File: config.mk
export PLATFORM = sky130hd
export DESIGN_NAME = byte_frame_parser_checksum
export DESIGN_NICKNAME = d
export VERILOG_FILES = /design/src/bfp_pkg.sv /design/src/bfp_regs.sv /design/src/byte_frame_parser_checksum.sv
export SDC_FILE = /design/constraint.sdc
export NUM_CORES = 1
export LEC_CHECK = 0
export ABC_AREA = 0
export BUFFER_PORTS_ARGS = -buffer_cell sky130_fd_sc_hd__clkbuf_2
export CORE_UTILIZATION = 25
export CTS_CLUSTER_DIAMETER = 50
export DETAILED_ROUTE_END_ITERATION = 12
export GPL_TIMING_DRIVEN = 0
export PLACE_DENSITY = 0.44
export RECOVER_POWER = 50
export SYNTH_ARGS = -nofsm -noshare
export SYNTH_HDL_FRONTEND = slang
export SYNTH_SLANG_ARGS = --single-unit
File: constraint.sdc
create_clock -name clk_i -period 8.3 [get_ports clk_i]
set_input_delay 0.415 -clock clk_i [delete_from_list [all_inputs] [get_ports clk_i]]
set_output_delay 0.415 -clock clk_i [all_outputs]
set_load 0.02 [all_outputs]
File: src/bfp_pkg.sv
// ----------------------------------------------------------------------------
// bfp_pkg
// Types, codes and helpers shared by the byte frame parser.
// ----------------------------------------------------------------------------
package bfp_pkg;

  localparam int unsigned AddrW   = 5;

  typedef enum logic [2:0] {
    REG_FRAME_ID_NORMAL = 3'd0,
    REG_FRAME_ID_DEBUG  = 3'd1,
    REG_FRAME_ID_UPDATE = 3'd2,
    REG_EXP_FRAME_INDEX = 3'd3,
    REG_EXP_PACKET_ID   = 3'd4
  } reg_idx_e;

  typedef enum logic [2:0] {
    ST_HUNT  = 3'd0,
    ST_INDEX = 3'd1,
    ST_PKTID = 3'd2,
    ST_CMD   = 3'd3,
    ST_LEN   = 3'd4,
    ST_DATA  = 3'd5,
    ST_CSUM  = 3'd6
  } state_e;

  typedef enum logic [1:0] {
    KIND_PAYLOAD = 2'd0,
    KIND_GOOD    = 2'd1,
    KIND_BAD     = 2'd2
  } kind_e;

  typedef struct packed {
    logic [7:0] frame_id_normal;
    logic [7:0] frame_id_debug;
    logic [7:0] frame_id_update;
    logic [7:0] exp_frame_index;
    logic [7:0] exp_packet_id;
  } cfg_t;

  typedef struct packed {
    logic [7:0] computed_checksum;
    logic [7:0] received_checksum;
    logic [7:0] payload_index;
    logic [7:0] payload_byte;
    logic [7:0] payload_length;
    logic [7:0] command;
    logic [7:0] frame_id;
  } result_t;

  // 8-bit end-around add: wrap the carry back into bit 0
  function automatic logic [7:0] sum_add(input logic [7:0] s, input logic [7:0] b);
    logic [8:0] t;
    t = {1'b0, s} + {1'b0, b};
    return t[8] ? (t[7:0] + 8'd1) : t[7:0];
  endfunction

endpackage

File: src/bfp_regs.sv
// ----------------------------------------------------------------------------
// bfp_regs
// APB register file holding the accepted frame ids and expected header bytes.
// ----------------------------------------------------------------------------
module bfp_regs
  import bfp_pkg::*;
(
  input  logic             clk_i,
  input  logic             rst_ni,
  input  logic             psel,
  input  logic             penable,
  input  logic             pwrite,
  input  logic [AddrW-1:0] paddr,
  input  logic [31:0]      pwdata,
  output logic [31:0]      prdata,
  output logic             pready,
  output cfg_t             cfg_o
);

  cfg_t       cfg_q, cfg_d;
  logic       wr_en;
  logic [2:0] idx;

  assign pready = 1'b1;
  assign wr_en  = psel & penable & pwrite;
  assign idx    = paddr[AddrW-1:2];
  assign cfg_o  = cfg_q;

  always_comb begin
    cfg_d = cfg_q;
    if (wr_en) begin
      unique case (idx)
        REG_FRAME_ID_NORMAL: cfg_d.frame_id_normal = pwdata[7:0];
        REG_FRAME_ID_DEBUG:  cfg_d.frame_id_debug  = pwdata[7:0];
        REG_FRAME_ID_UPDATE: cfg_d.frame_id_update = pwdata[7:0];
        REG_EXP_FRAME_INDEX: cfg_d.exp_frame_index = pwdata[7:0];
        REG_EXP_PACKET_ID:   cfg_d.exp_packet_id   = pwdata[7:0];
        default: ;
      endcase
    end
  end

  always_comb begin
    unique case (idx)
      REG_FRAME_ID_NORMAL: prdata = {24'd0, cfg_q.frame_id_normal};
      REG_FRAME_ID_DEBUG:  prdata = {24'd0, cfg_q.frame_id_debug};
      REG_FRAME_ID_UPDATE: prdata = {24'd0, cfg_q.frame_id_update};
      REG_EXP_FRAME_INDEX: prdata = {24'd0, cfg_q.exp_frame_index};
      REG_EXP_PACKET_ID:   prdata = {24'd0, cfg_q.exp_packet_id};
      default:             prdata = 32'd0;
    endcase
  end

  always_ff @(posedge clk_i or negedge rst_ni) begin
    if (!rst_ni) begin
      cfg_q <= '0;
    end else begin
      cfg_q <= cfg_d;
    end
  end

endmodule

File: src/byte_frame_parser_checksum.sv
// ----------------------------------------------------------------------------
// byte_frame_parser_checksum
// Hunts for id/index/packet/command/length/payload/checksum frames in a byte
// stream, passes payload bytes out and flags each frame end good or bad.
//
//   channel  dir  payload
//   s_axis   in   tdata[7:0] rx_byte
//   m_axis   out  tdata payload fields, tuser kind, tlast frame end
//   apb      in   five 8-bit registers at byte address 4*i
//
// One beat per cycle in, at most one beat per cycle out. State update and
// result are formed combinationally; the result lands in an output register.
// Input is stalled only while that register is full and not being taken.
// Reset clears parser state, output valid and the config registers to zero.
// ----------------------------------------------------------------------------
module byte_frame_parser_checksum
  import bfp_pkg::*;
(
  input  logic             clk_i,
  input  logic             rst_ni,
  input  logic             s_axis_tvalid,
  output logic             s_axis_tready,
  input  logic [7:0]       s_axis_tdata,   // [7:0] rx_byte
  output logic             m_axis_tvalid,
  input  logic             m_axis_tready,
  // [7:0] frame_id, [15:8] command, [23:16] payload_length, [31:24] payload_byte,
  // [39:32] payload_index, [47:40] received_checksum, [55:48] computed_checksum
  output logic [55:0]      m_axis_tdata,
  output logic [1:0]       m_axis_tuser,   // [1:0] kind
  output logic             m_axis_tlast,   // frame_last
  input  logic             psel,
  input  logic             penable,
  input  logic             pwrite,
  input  logic [AddrW-1:0] paddr,
  input  logic [31:0]      pwdata,
  output logic [31:0]      prdata,
  output logic             pready
);

  cfg_t cfg;

  bfp_regs u_regs (
    .clk_i   (clk_i),
    .rst_ni  (rst_ni),
    .psel    (psel),
    .penable (penable),
    .pwrite  (pwrite),
    .paddr   (paddr),
    .pwdata  (pwdata),
    .prdata  (prdata),
    .pready  (pready),
    .cfg_o   (cfg)
  );

  state_e     state_q, state_d;
  logic [7:0] fid_q, fid_d;
  logic [7:0] cmd_q, cmd_d;
  logic [7:0] len_q, len_d;
  logic [7:0] cnt_q, cnt_d;
  logic [7:0] sum_q, sum_d;

  logic       out_valid_q, out_valid_d;
  result_t    res_q, res_d;
  kind_e      kind_q, kind_d;
  logic       last_q, last_d;

  logic       accept;
  logic       has_res;
  logic [7:0] b;
  logic [7:0] sum_next;
  logic [7:0] cnt_inc;
  logic       id_hit;

  assign b        = s_axis_tdata;
  assign accept   = s_axis_tvalid & s_axis_tready;
  assign s_axis_tready = ~out_valid_q | m_axis_tready;
  assign sum_next = sum_add(sum_q, b);
  assign cnt_inc  = cnt_q + 8'd1;
  assign id_hit   = (b == cfg.frame_id_normal) | (b == cfg.frame_id_debug) |
                    (b == cfg.frame_id_update);

  // next state
  always_comb begin
    state_d = state_q;
    if (accept) begin
      unique case (state_q)
        ST_INDEX: state_d = (b == cfg.exp_frame_index) ? ST_PKTID : ST_HUNT;
        ST_PKTID: state_d = (b == cfg.exp_packet_id) ? ST_CMD : ST_HUNT;
        ST_CMD:   state_d = ST_LEN;
        ST_LEN:   state_d = (b == 8'd0) ? ST_CSUM : ST_DATA;
        ST_DATA:  state_d = (cnt_inc == len_q) ? ST_CSUM : ST_DATA;
        ST_CSUM:  state_d = ST_HUNT;
        default:  state_d = id_hit ? ST_INDEX : ST_HUNT;
      endcase
    end
  end

  // datapath and result
  always_comb begin
    fid_d   = fid_q;
    cmd_d   = cmd_q;
    len_d   = len_q;
    cnt_d   = cnt_q;
    sum_d   = sum_q;
    has_res = 1'b0;
    kind_d  = KIND_PAYLOAD;
    last_d  = 1'b0;
    res_d   = '0;
    res_d.frame_id       = fid_q;
    res_d.command        = cmd_q;
    res_d.payload_length = len_q;
    unique case (state_q) inside
      ST_INDEX, ST_PKTID: sum_d = sum_next;
      ST_CMD: begin
        sum_d = sum_next;
        cmd_d = b;
      end
      ST_LEN: begin
        sum_d = sum_next;
        len_d = b;
        cnt_d = 8'd0;
      end
      ST_DATA: begin
        sum_d   = sum_next;
        cnt_d   = cnt_inc;
        has_res = 1'b1;
        res_d.payload_byte  = b;
        res_d.payload_index = cnt_q;
      end
      ST_CSUM: begin
        has_res = 1'b1;
        kind_d  = (b == sum_q) ? KIND_GOOD : KIND_BAD;
        last_d  = 1'b1;
        res_d.received_checksum = b;
        res_d.computed_checksum = sum_q;
      end
      default: begin
        fid_d = b;
        cmd_d = 8'd0;
        len_d = 8'd0;
        cnt_d = 8'd0;
        sum_d = sum_add(8'd0, b);
      end
    endcase
  end

  always_comb begin
    if (accept && has_res) begin
      out_valid_d = 1'b1;
    end else if (m_axis_tready) begin
      out_valid_d = 1'b0;
    end else begin
      out_valid_d = out_valid_q;
    end
  end

  always_ff @(posedge clk_i or negedge rst_ni) begin
    if (!rst_ni) begin
      state_q     <= ST_HUNT;
      fid_q       <= '0;
      cmd_q       <= '0;
      len_q       <= '0;
      cnt_q       <= '0;
      sum_q       <= '0;
      out_valid_q <= 1'b0;
    end else begin
      state_q     <= state_d;
      out_valid_q <= out_valid_d;
      if (accept) begin
        fid_q <= fid_d;
        cmd_q <= cmd_d;
        len_q <= len_d;
        cnt_q <= cnt_d;
        sum_q <= sum_d;
      end
    end
  end

  always_ff @(posedge clk_i) begin
    if (accept && has_res) begin
      res_q  <= res_d;
      kind_q <= kind_d;
      last_q <= last_d;
    end
  end

  assign m_axis_tvalid = out_valid_q;
  assign m_axis_tdata  = res_q;
  assign m_axis_tuser  = kind_q;
  assign m_axis_tlast  = last_q;

endmodule
### After elaboration in Yosys (flattened, before gate mapping)

Cells that the tools add are included.

| word-level totals | value |
|---|---|
| register bits | 143 |
| output and inout bits | 94 |

| cells by class | value |
|---|---|
| reduce and logical (&&, ||, !) cells | 20 |
| bitwise logic cells | 12 |
| $add $sub $neg | 3 |
| eq/ne operators | 17 |
| muxes and demuxes | 17 |

Operators with widths:

| kind | count |
|---|---|
| 8-bit case mux with 2 select lines | 4 |
| 8-bit equality test | 7 |
| 8-bit case mux with 5 select lines | 1 |
| 2-bit AND reduction | 10 |
| 3-bit case mux with 6 select lines | 1 |
| 8-bit by 1-bit adder with 8-bit output, second input constant | 2 |
| 5-bit OR reduction | 3 |
| 3-bit by 2-bit equality test with 1-bit output, second input constant | 4 |
| 3-bit equality test, second input constant | 4 |
| 2-bit 2-to-1 mux | 5 |
| 8-bit by 8-bit adder with 9-bit output | 1 |
| 8-bit logical NOT | 1 |
| 8-bit 2-to-1 mux | 1 |
| 3-bit by 1-bit equality test with 1-bit output, second input constant | 2 |
| 1-bit inverter | 6 |
| 6-bit OR reduction | 1 |
| 1-bit 2-to-1 mux | 5 |
| 4-bit OR reduction | 1 |
| 1-bit bitwise AND | 3 |
| 3-bit logical NOT | 1 |
| 1-bit OR | 3 |
| 2-bit nonzero test | 1 |
| 2-bit OR reduction | 1 |
| 1-bit logical AND | 1 |

### Longest topological paths before layout

Gate-level depths: netlist of the first run.

| depth | value |
|---|---|
| depth in word-level cells | 5 |
| depth in mapped cells | 9 |
| gate-level depth less buffers | 9 |

### Modules after synthesis

Synthesis of the first run repeated with hierarchy kept, for this count alone.

| second synthesis, totals | value |
|---|---|
| cells, all modules | 626 |
| area total of the unflattened synthesis | 7479.7 um^2 |

Modules (own cells, without submodules):

| module | cells each | instances | seq. area each (um^2) | area an instance (um^2) |
|---|---|---|---|---|
| byte_frame_parser_checksum | 468 | 1 | 2872.8 | 5361.4 |
| bfp_regs | 158 | 1 | 1001.0 | 2118.3 |

### Worst setup path after synthesis of the first run

Ideal clock, no wire load.

| timing path | value |
|---|---|
| path type | reg2reg |
| from | register out_valid_q, in the netlist m_axis_tvalid |
| to | register res_q (netlist bit m_axis_tdata[0]) (enable) |
| setup time | 413 ps |
| path slack | 5416 ps |
| cell stages (with the launch flop) | 7 |
| required time | 7887 ps |
| data arrival time | 2470 ps |
| cell sequence | dfrtp_1 nand2b_1 and2_0 clkbuf_1 buf_2 o21ai_0 inv_1 |

| between the ends | value |
|---|---|
| cells in the longest elaborated chain, start to end | 4 |

RTL lines:

| element | line | source |
|---|---|---|
| start, declared | byte_frame_parser_checksum.sv:62 | `logic out_valid_q, out_valid_d;` |
| start signal, assigned | byte_frame_parser_checksum.sv:168 | `out_valid_q <= out_valid_d;` |
| 1-bit inverter | byte_frame_parser_checksum.sv:76 | `assign s_axis_tready = ~out_valid_q \| m_axis_tready;` |
| 1-bit OR | byte_frame_parser_checksum.sv:76 |  |
| named net s_axis_tready | byte_frame_parser_checksum.sv:22 | `output logic s_axis_tready,` |
| 1-bit bitwise AND | byte_frame_parser_checksum.sv:75 | `assign accept = s_axis_tvalid & s_axis_tready;` |
| 1-bit logical AND | byte_frame_parser_checksum.sv:180 | `if (accept && has_res) begin` |
| end signal, assigned | byte_frame_parser_checksum.sv:181 | `res_q <= res_d;` |
| end, declared | byte_frame_parser_checksum.sv:63 | `result_t res_q, res_d;` |

The timed path passes the listed nets, and every way through them passes these cells.
A chain may end at the register's enable or synchronous reset.

### Final worst setup path of the first run

| timing path | value |
|---|---|
| from | register state_q[0] |
| to | register res_q (netlist bit m_axis_tdata[55]) (enable) |

| between the ends | value |
|---|---|
| cells in the longest elaborated chain, start to end | 4 |
| elaborated cells between the ends (all ways) | 5 |
| those cells by class | eq/ne: 2; mux: 1; reduce/logical: 2 |

RTL lines:

| element | line | source |
|---|---|---|
| start, declared | byte_frame_parser_checksum.sv:55 | `state_e state_q, state_d;` |
| start signal, assigned | byte_frame_parser_checksum.sv:167 | `state_q <= state_d;` |
| 3-bit equality test | n/a |  |
| 2-bit OR reduction (no source line) * | n/a |  |
| 1-bit 2-to-1 mux * | byte_frame_parser_checksum.sv:112 | `unique case (state_q) inside` |
| 1-bit logical AND * | byte_frame_parser_checksum.sv:180 |  |

Every way passes the cells marked *; elsewhere a longest branch is shown, timed or not.

==> impl_metrics.toml, run 1 <==
[hold_path]
holdPathEnd = "u_regs.cfg_o[24]$_DFFE_PN0P_"
hp-class = "in -> reg"
hold_path_startpoint = "pwdata[0]"
hold_depth = 2

[sta]
rsz0062_at_grt = "no"
tightest_slew_ns = 1.76
final_hold_viol_count = 0
report.final.slew_viol_count = 27
setup_tns_ns = 0
skew_ns = 0.0111
timing.fmax_ghz = 0.355
max_slew_margin_pct = -17.1
setup_viol = 0
finalCritPeriodShare_pct = 33.9
fin_crit_ns = 2.82

[yosys]
synth.area.top_cells = "dfrtp_1, edfxtp_1, mux2_2, xor2_1, buf_4"
synth_seq_cells = 143
ys_seq_area_share_pct = 53.7
synth_adder_area_share_pct = 2.01
synth_mux_area_share_pct = 9.01
synth_edf_count = 59
yosysTopAreaCellShare_pct = 29.2
synthCells = 609
postSynthAreaPerCell_um2 = 11.8
yosys_warnings = 0
syn_area_um2 = 7210
async_flop_share_pct = 58.7
synth_top_cell_by_area = "dfrtp_1"
synthFlopType = "dfrtp_1"
synth.distinct_cells = 67
synth-simple-area-share_pct = 13.4
synthXorXnorAreaFrac_pct = 7.51
synth_top_family_by_area = "simple AND/OR/NAND/NOR gates"
synth-compound-area-share_pct = 9.63

[floorplanning]
die_w_um = 172
core_area_um2 = 28100
die_y_um = 172
dieArea_um2 = 29500
start_util_pct = 25.7
num_io_pins = 146
num_rows = 61

[worst_setup_path]
cp-start-kind = "flip-flop"
arrival_ns = 2.94
cp_top_family = "buffers and inverters"
r2r_slack_ns = 5.48
cp_slowest_stage_delay_ns = 0.58
crit_path_max_fanout = 31
worst-path-buf-inv = 4
r2r_cells = 7
required_ns = 8.43
crit_chain = "nand2b_1, or2_1, inv_1, clkbuf_1, o21ai_0, inv_2, buf_12"
slowest_stage = "inv_2"
cp-end-kind = "flip-flop"
worstReg2RegEnd = "m_axis_tdata[55]$_SDFFCE_PN0P_"
r2r_start = "state_q[0]$_DFFE_PN0P_"
path_class = "reg -> reg"

[layout]
drive_gt1_share_pct = 21.5
syn_to_final_growth_pct = 22.1
final_common_cell = "dfrtp_1"
num_antenna_cells = 0
layout_common_cells = "dfrtp_1, clkbuf_1, edfxtp_1"
nNetsFinal = 809
stdcell_count = 1137

[placed_design]
dp_cells = 1104
port_buffers = 92
gp_congestion = 0.770
dp_hpwl_um = 13700

[cts]
cts_sinks = 143
clk_latency_ns = 0.43
cts.repair.resized = 0
clk_path_buf_depth = 2
clkSlewWorstSetupHoldPaths_ns = 0.07
cts_buffers = 17
root_buffer = "clkbuf_16"
tritoncts = "built"
cts.htree.levels = 4

[power]
power.total_uw = 2160
ir_drop_uv = 144
p_leak_uw = 0.00361
power_density_nw_per_um2 = 245

[global_routing]
antenna_found_initial = 0
grt-ovfl-total = 0
grt_use_total_pct = 13.5
grt_pass1_vias = 4910
grt_pass1_wl_um = 29400
grt_max_degree = 59

[detailed_routing]
vias_per_cell = 4.36
dr.pass1.iters = 5
drc = 0
ant_nets = 0
dr_total_vias = 4960
first_iter_violations = 265
routed_wl_um = 19100
avgRoutedWirePerCell_um = 16.8

[job]
maxCapViolCount = 1

[status]
outcome = "finished with violations"
violations = "capacitance limit, slew limit"
cell families after synthesis:
| kind of cell | count (synthesis) |
|---|---|
| other | 2 |
| AO/OA/AOI/OAI | 98 |
| multiplexers | 59 |
| adder cells (fa/ha/maj) | 11 |
| XOR/XNOR | 61 |
| AND/OR/NAND/NOR | 174 |
| flip-flops | 143 |
| buffers and inverters | 61 |
report_power, final:
| part | switching, µW | internal (µW) |
|---|---|---|
| sequential | 65.0 | 806 |
| clock | 352 | 429 |
| combinational | 294 | 215 |
synth_stat cells (3+ instances only):
| cell type | n |
|---|---|
| nand2b_1 | 3 |
| o22ai_1 | 8 |
| o21ai_0 | 25 |
| xnor2_1 | 20 |
| buf_1 | 6 |
| mux2i_1 | 12 |
| a22oi_1 | 8 |
| or4_1 | 3 |
| nand3_1 | 12 |
| dfrtp_1 | 84 |
| nor4_1 | 13 |
| a22o_1 | 10 |
| o21ai_1 | 7 |
| xor2_1 | 40 |
| a21oi_1 | 12 |
| nor2_1 | 27 |
| and3_1 | 21 |
| inv_1 | 4 |
| buf_4 | 25 |
| nor2b_1 | 3 |
| a211oi_1 | 3 |
| nor3_1 | 6 |
| a21o_1 | 5 |
| mux2_2 | 43 |
| edfxtp_1 | 59 |
| buf_2 | 8 |
| ha_1 | 10 |
| clkbuf_1 | 17 |
| and2_1 | 19 |
| mux2_1 | 4 |
| nand2_1 | 45 |
how the worst max path moves through the flow:
stage                                   start                        endpoint  slack, ns  cells past startpoint
detailed placement     state_q[0]$_DFFE_PN0P_  m_axis_tdata[48]$_SDFFCE_PN0P_       5.44                      7
finish                 state_q[0]$_DFFE_PN0P_  m_axis_tdata[55]$_SDFFCE_PN0P_       5.48                      7
floorplan           m_axis_tvalid$_DFFE_PN0P_       m_axis_tdata[0]$_DFFE_PP_       5.42                      6
global route           state_q[0]$_DFFE_PN0P_  m_axis_tdata[42]$_SDFFCE_PN0P_       5.23                      7
global placement       state_q[0]$_DFFE_PN0P_  m_axis_tdata[48]$_SDFFCE_PN0P_       4.50                      6
CTS                    state_q[0]$_DFFE_PN0P_  m_axis_tdata[42]$_SDFFCE_PN0P_       5.44                      7
per-layer routing:
layer  track usage (%)  up-vias  wire, µm
li1                  -     2428         -
met1              18.8     2381      9280
met2              20.6      135      8580
met3              3.27       16      1010
met4              4.00        0       198
met5                 0        -         0
through the flow:
step	utilization [%]	hold WS, ns	instance area, µm²	worst slack [ns]
2_1_floorplan	-	0.119	7300	5.42
3_3_place_gp	29.3	0.428	8230	4.50
3_5_place_dp	29.5	0.419	8280	5.44
4_1_cts	31.6	0.298	8890	5.44
5_1_grt	31.3	0.293	8800	5.23
6_report	31.3	0.311	8800	5.48
area by class of cell:
class,instances,area (µm²)
repair buffers,95,442
fillers,2973,19300
multi-input cells,428,3090
inverters,5,18.8
clock inverters,15,171
plain buffers,56,314
well taps,378,473
flip-flops and latches,143,3870
clock buffers,17,425
worst reg2reg max path: cells and delay by family, from the launching register on:
| kind | cells | cell delay (ns) |
|---|---|---|
| AO/OA/AOI/OAI | 1 | 0.24 |
| AND/OR/NAND/NOR | 2 | 0.46 |
| buffers and inverters | 4 | 1.38 |
| flip-flops | 1 | 0.44 |
flip-flops by register name, indices dropped and copies added, names as in the netlist, 2 cells and up:
name,flops
m_axis_tdata,56
u_regs.cfg_o,40
cmd_q,8
cnt_q,8
fid_q,8
len_q,8
sum_q,8
state_q,3
m_axis_tuser,2
what timing repair did:
item,CTS,global route
hold buffers,1,0
endpoints found under the setup margin,0,0
setup buffers,0,0
endpoints found under the hold margin,26,0
Note: power is estimated with default switching activity, not from simulation.
==> run 2: changes to the inputs <==
- ABC_AREA: 0 -> 1
- clock period: 8.3 -> 2.7 ns (I/O delays scaled with it)
==> impl_metrics.toml, run 2 <==
[yosys]
async_flop_share_pct = 58.7
yosys_warnings = 0
synth.distinct_cells = 39
synth_edf_count = 59
postSynthAreaPerCell_um2 = 8.76
synthFlopType = "dfrtp_1"
synth.area.top_cells = "dfrtp_1, edfxtp_1, nand2_1, o21ai_0, inv_1"
ys_seq_area_share_pct = 53.0
syn_area_um2 = 7300
ys_top_cells_by_count = "nand2_1, inv_1, dfrtp_1"
synth.most_common_cell = "nand2_1"
synth_top_cell_by_area = "dfrtp_1"
yosysTopAreaCellShare_pct = 28.8
synth_seq_cells = 143
synthCells = 834

[floorplanning]
num_io_pins = 146
die_y_um = 173
dieArea_um2 = 29900
core_area_um2 = 28700
num_rows = 62
start_util_pct = 25.4
die_w_um = 173

[detailed_routing]
dr_total_vias = 5851
vias_per_cell = 4.27
avgRoutedWirePerCell_um = 15.2
first_iter_violations = 521
ant_nets = 0
dr.pass1.iters = 8
routed_wl_um = 20800
drc = 0

[layout]
largest_reg_flops = 56
layout_common_cells = "nand2_1, inv_1, dfrtp_1"
stdcell_count = 1371
nNetsFinal = 1037
syn_to_final_growth_pct = 22.3
n_fill_cell = 3108
final_common_cell = "nand2_1"
num_antenna_cells = 0
drive_gt1_share_pct = 14.5

[placed_design]
pre_cts_slack_ns = 0.0315
dp_cells = 1337
gp_congestion = 0.808
port_buffers = 93
dp_hpwl_um = 15200

[sta]
report.final.slew_viol_count = 0
fin_crit_ns = 2.24
final_hold_viol_count = 0
max_slew_margin_pct = 15.0
tightest_slew_ns = 1.26
skew_ns = 0.0126
finalCritPeriodShare_pct = 82.8
setup_viol = 0
rsz0062_at_grt = "no"
timing.fmax_ghz = 0.447
worst_slack_ns = 0.465

[cts]
clk_path_buf_depth = 2
cts_buffers = 17
cts.htree.levels = 4
root_buffer = "clkbuf_16"
cts_sinks = 143
tritoncts = "built"
cts.repair.resized = 0
clk_latency_ns = 0.43
clkSlewWorstSetupHoldPaths_ns = 0.06

[job]
maxCapViolCount = 0

[power]
p_leak_uw = 0.00395
cellInternalPower_uw = 4390
p_sw_uw = 2140
comb_power_share_pct = 22.2
ir_drop_uv = 400
seqPwrFrac_pct = 40.9
power_density_nw_per_um2 = 731
clkPwrFrac_pct = 36.9
switching_share_pct = 32.7

[worst_setup_path]
cp-end-kind = "flip-flop"
arrival_ns = 2.36
path_class = "reg -> reg"
crit_path_max_fanout = 27
required_ns = 2.82
cp-start-kind = "flip-flop"

[global_routing]
grt_use_total_pct = 14.2
antenna_found_initial = 0
grt_pass1_wl_um = 32400
grt_max_degree = 47
grt_pass1_vias = 5482
grt-ovfl-total = 0

[status]
outcome = "finished, final reports clean"

[hold_path]
hp-class = "in -> reg"
## run 2: timing repair
action / 4_1_cts / 5_1_grt
hold endpoints to repair: 38 / 0
buffers inserted: 1 / 0
hold buffers: 1 / 0
endpoints found under the setup margin: 3 / 0
## run 2: stage by stage
stage	power, µW	setup TNS (ns)	cell area, µm²	util (%)	hold slack [ns]
floorplan	3740	0	7400	-	-0.161
global placement	4160	-24.56	8340	29.1	0.428
detailed placement	4170	0	8420	29.3	0.217
CTS	6610	0	9030	31.5	0.0185
global route	6920	0	8940	31.1	0.0544
finish	6530	0	8940	31.1	0.0419
## run 2: critical path: stages (launching register included)
cell	delay, ns
dfrtp_1	0.42
inv_2	0.11
nand2_2	0.07
nor2_2	0.21
clkinv_1	0.35
nand2_1	0.16
inv_1	0.08
nor2_4	0.16
buf_16	0.18
buf_12	0.19
## run 2: final timing paths
check                                        from                            to  slack (ns)  depth (start not counted)
min                                 m_axis_tready     m_axis_tvalid$_DFFE_PN0P_        0.04                          4
max reg2reg                state_q[0]$_DFFE_PN0P_     m_axis_tdata[7]$_DFFE_PP_        0.46                          9
max in group asynchronous                  rst_ni  u_regs.cfg_o[28]$_DFFE_PN0P_        1.41                          3
min reg2reg                  fid_q[6]$_DFFE_PN0P_     m_axis_tdata[6]$_DFFE_PP_        0.44                          0
min in group asynchronous                  rst_ni          cnt_q[6]$_DFFE_PN0P_        0.49                          2
max                        state_q[0]$_DFFE_PN0P_     m_axis_tdata[7]$_DFFE_PP_        0.46                          9
## run 2: cells by family (layout without fill, tap and decap cells)
group	Yosys count	in the layout	share of synthesized area (%)
AND/OR/NAND/NOR	395	395	23.9
buffers and inverters	144	274	9.13
flip-flops	143	143	53.0
AO/OA/AOI/OAI	111	111	8.53
XOR/XNOR	28	28	3.36
adder cells (fa/ha/maj)	11	11	1.99
other	2	25	0.103
## run 2: power by group through the flow
stage,registers [µW],logic [µW],clock network (µW)
floorplan,2640,1100,0
global placement,2710,1450,0
detailed placement,2710,1460,0
CTS,2670,1470,2480
global route,2700,1650,2570
finish,2670,1450,2410
## run 2: area by class of cell
class / count / area [µm²] / area share, %
plain buffers: 47 / 302 / 3.37
clock buffers: 19 / 433 / 4.84
clock inverters: 13 / 155 / 1.74
inverters: 97 / 364 / 4.07
multi-input cells: 570 / 2840 / 31.8
flip-flops and latches: 143 / 3870 / 43.3
well taps: 384 / 480 / 5.38
repair buffers: 98 / 484 / 5.42
## run 2: metal layers
layer	track usage [%]	up-vias	wire length (µm)
met5	0	-	0
met2	21.1	154	8980
met3	2.59	14	793
met1	21.1	2712	10800
li1	-	2971	-
met4	3.87	0	232
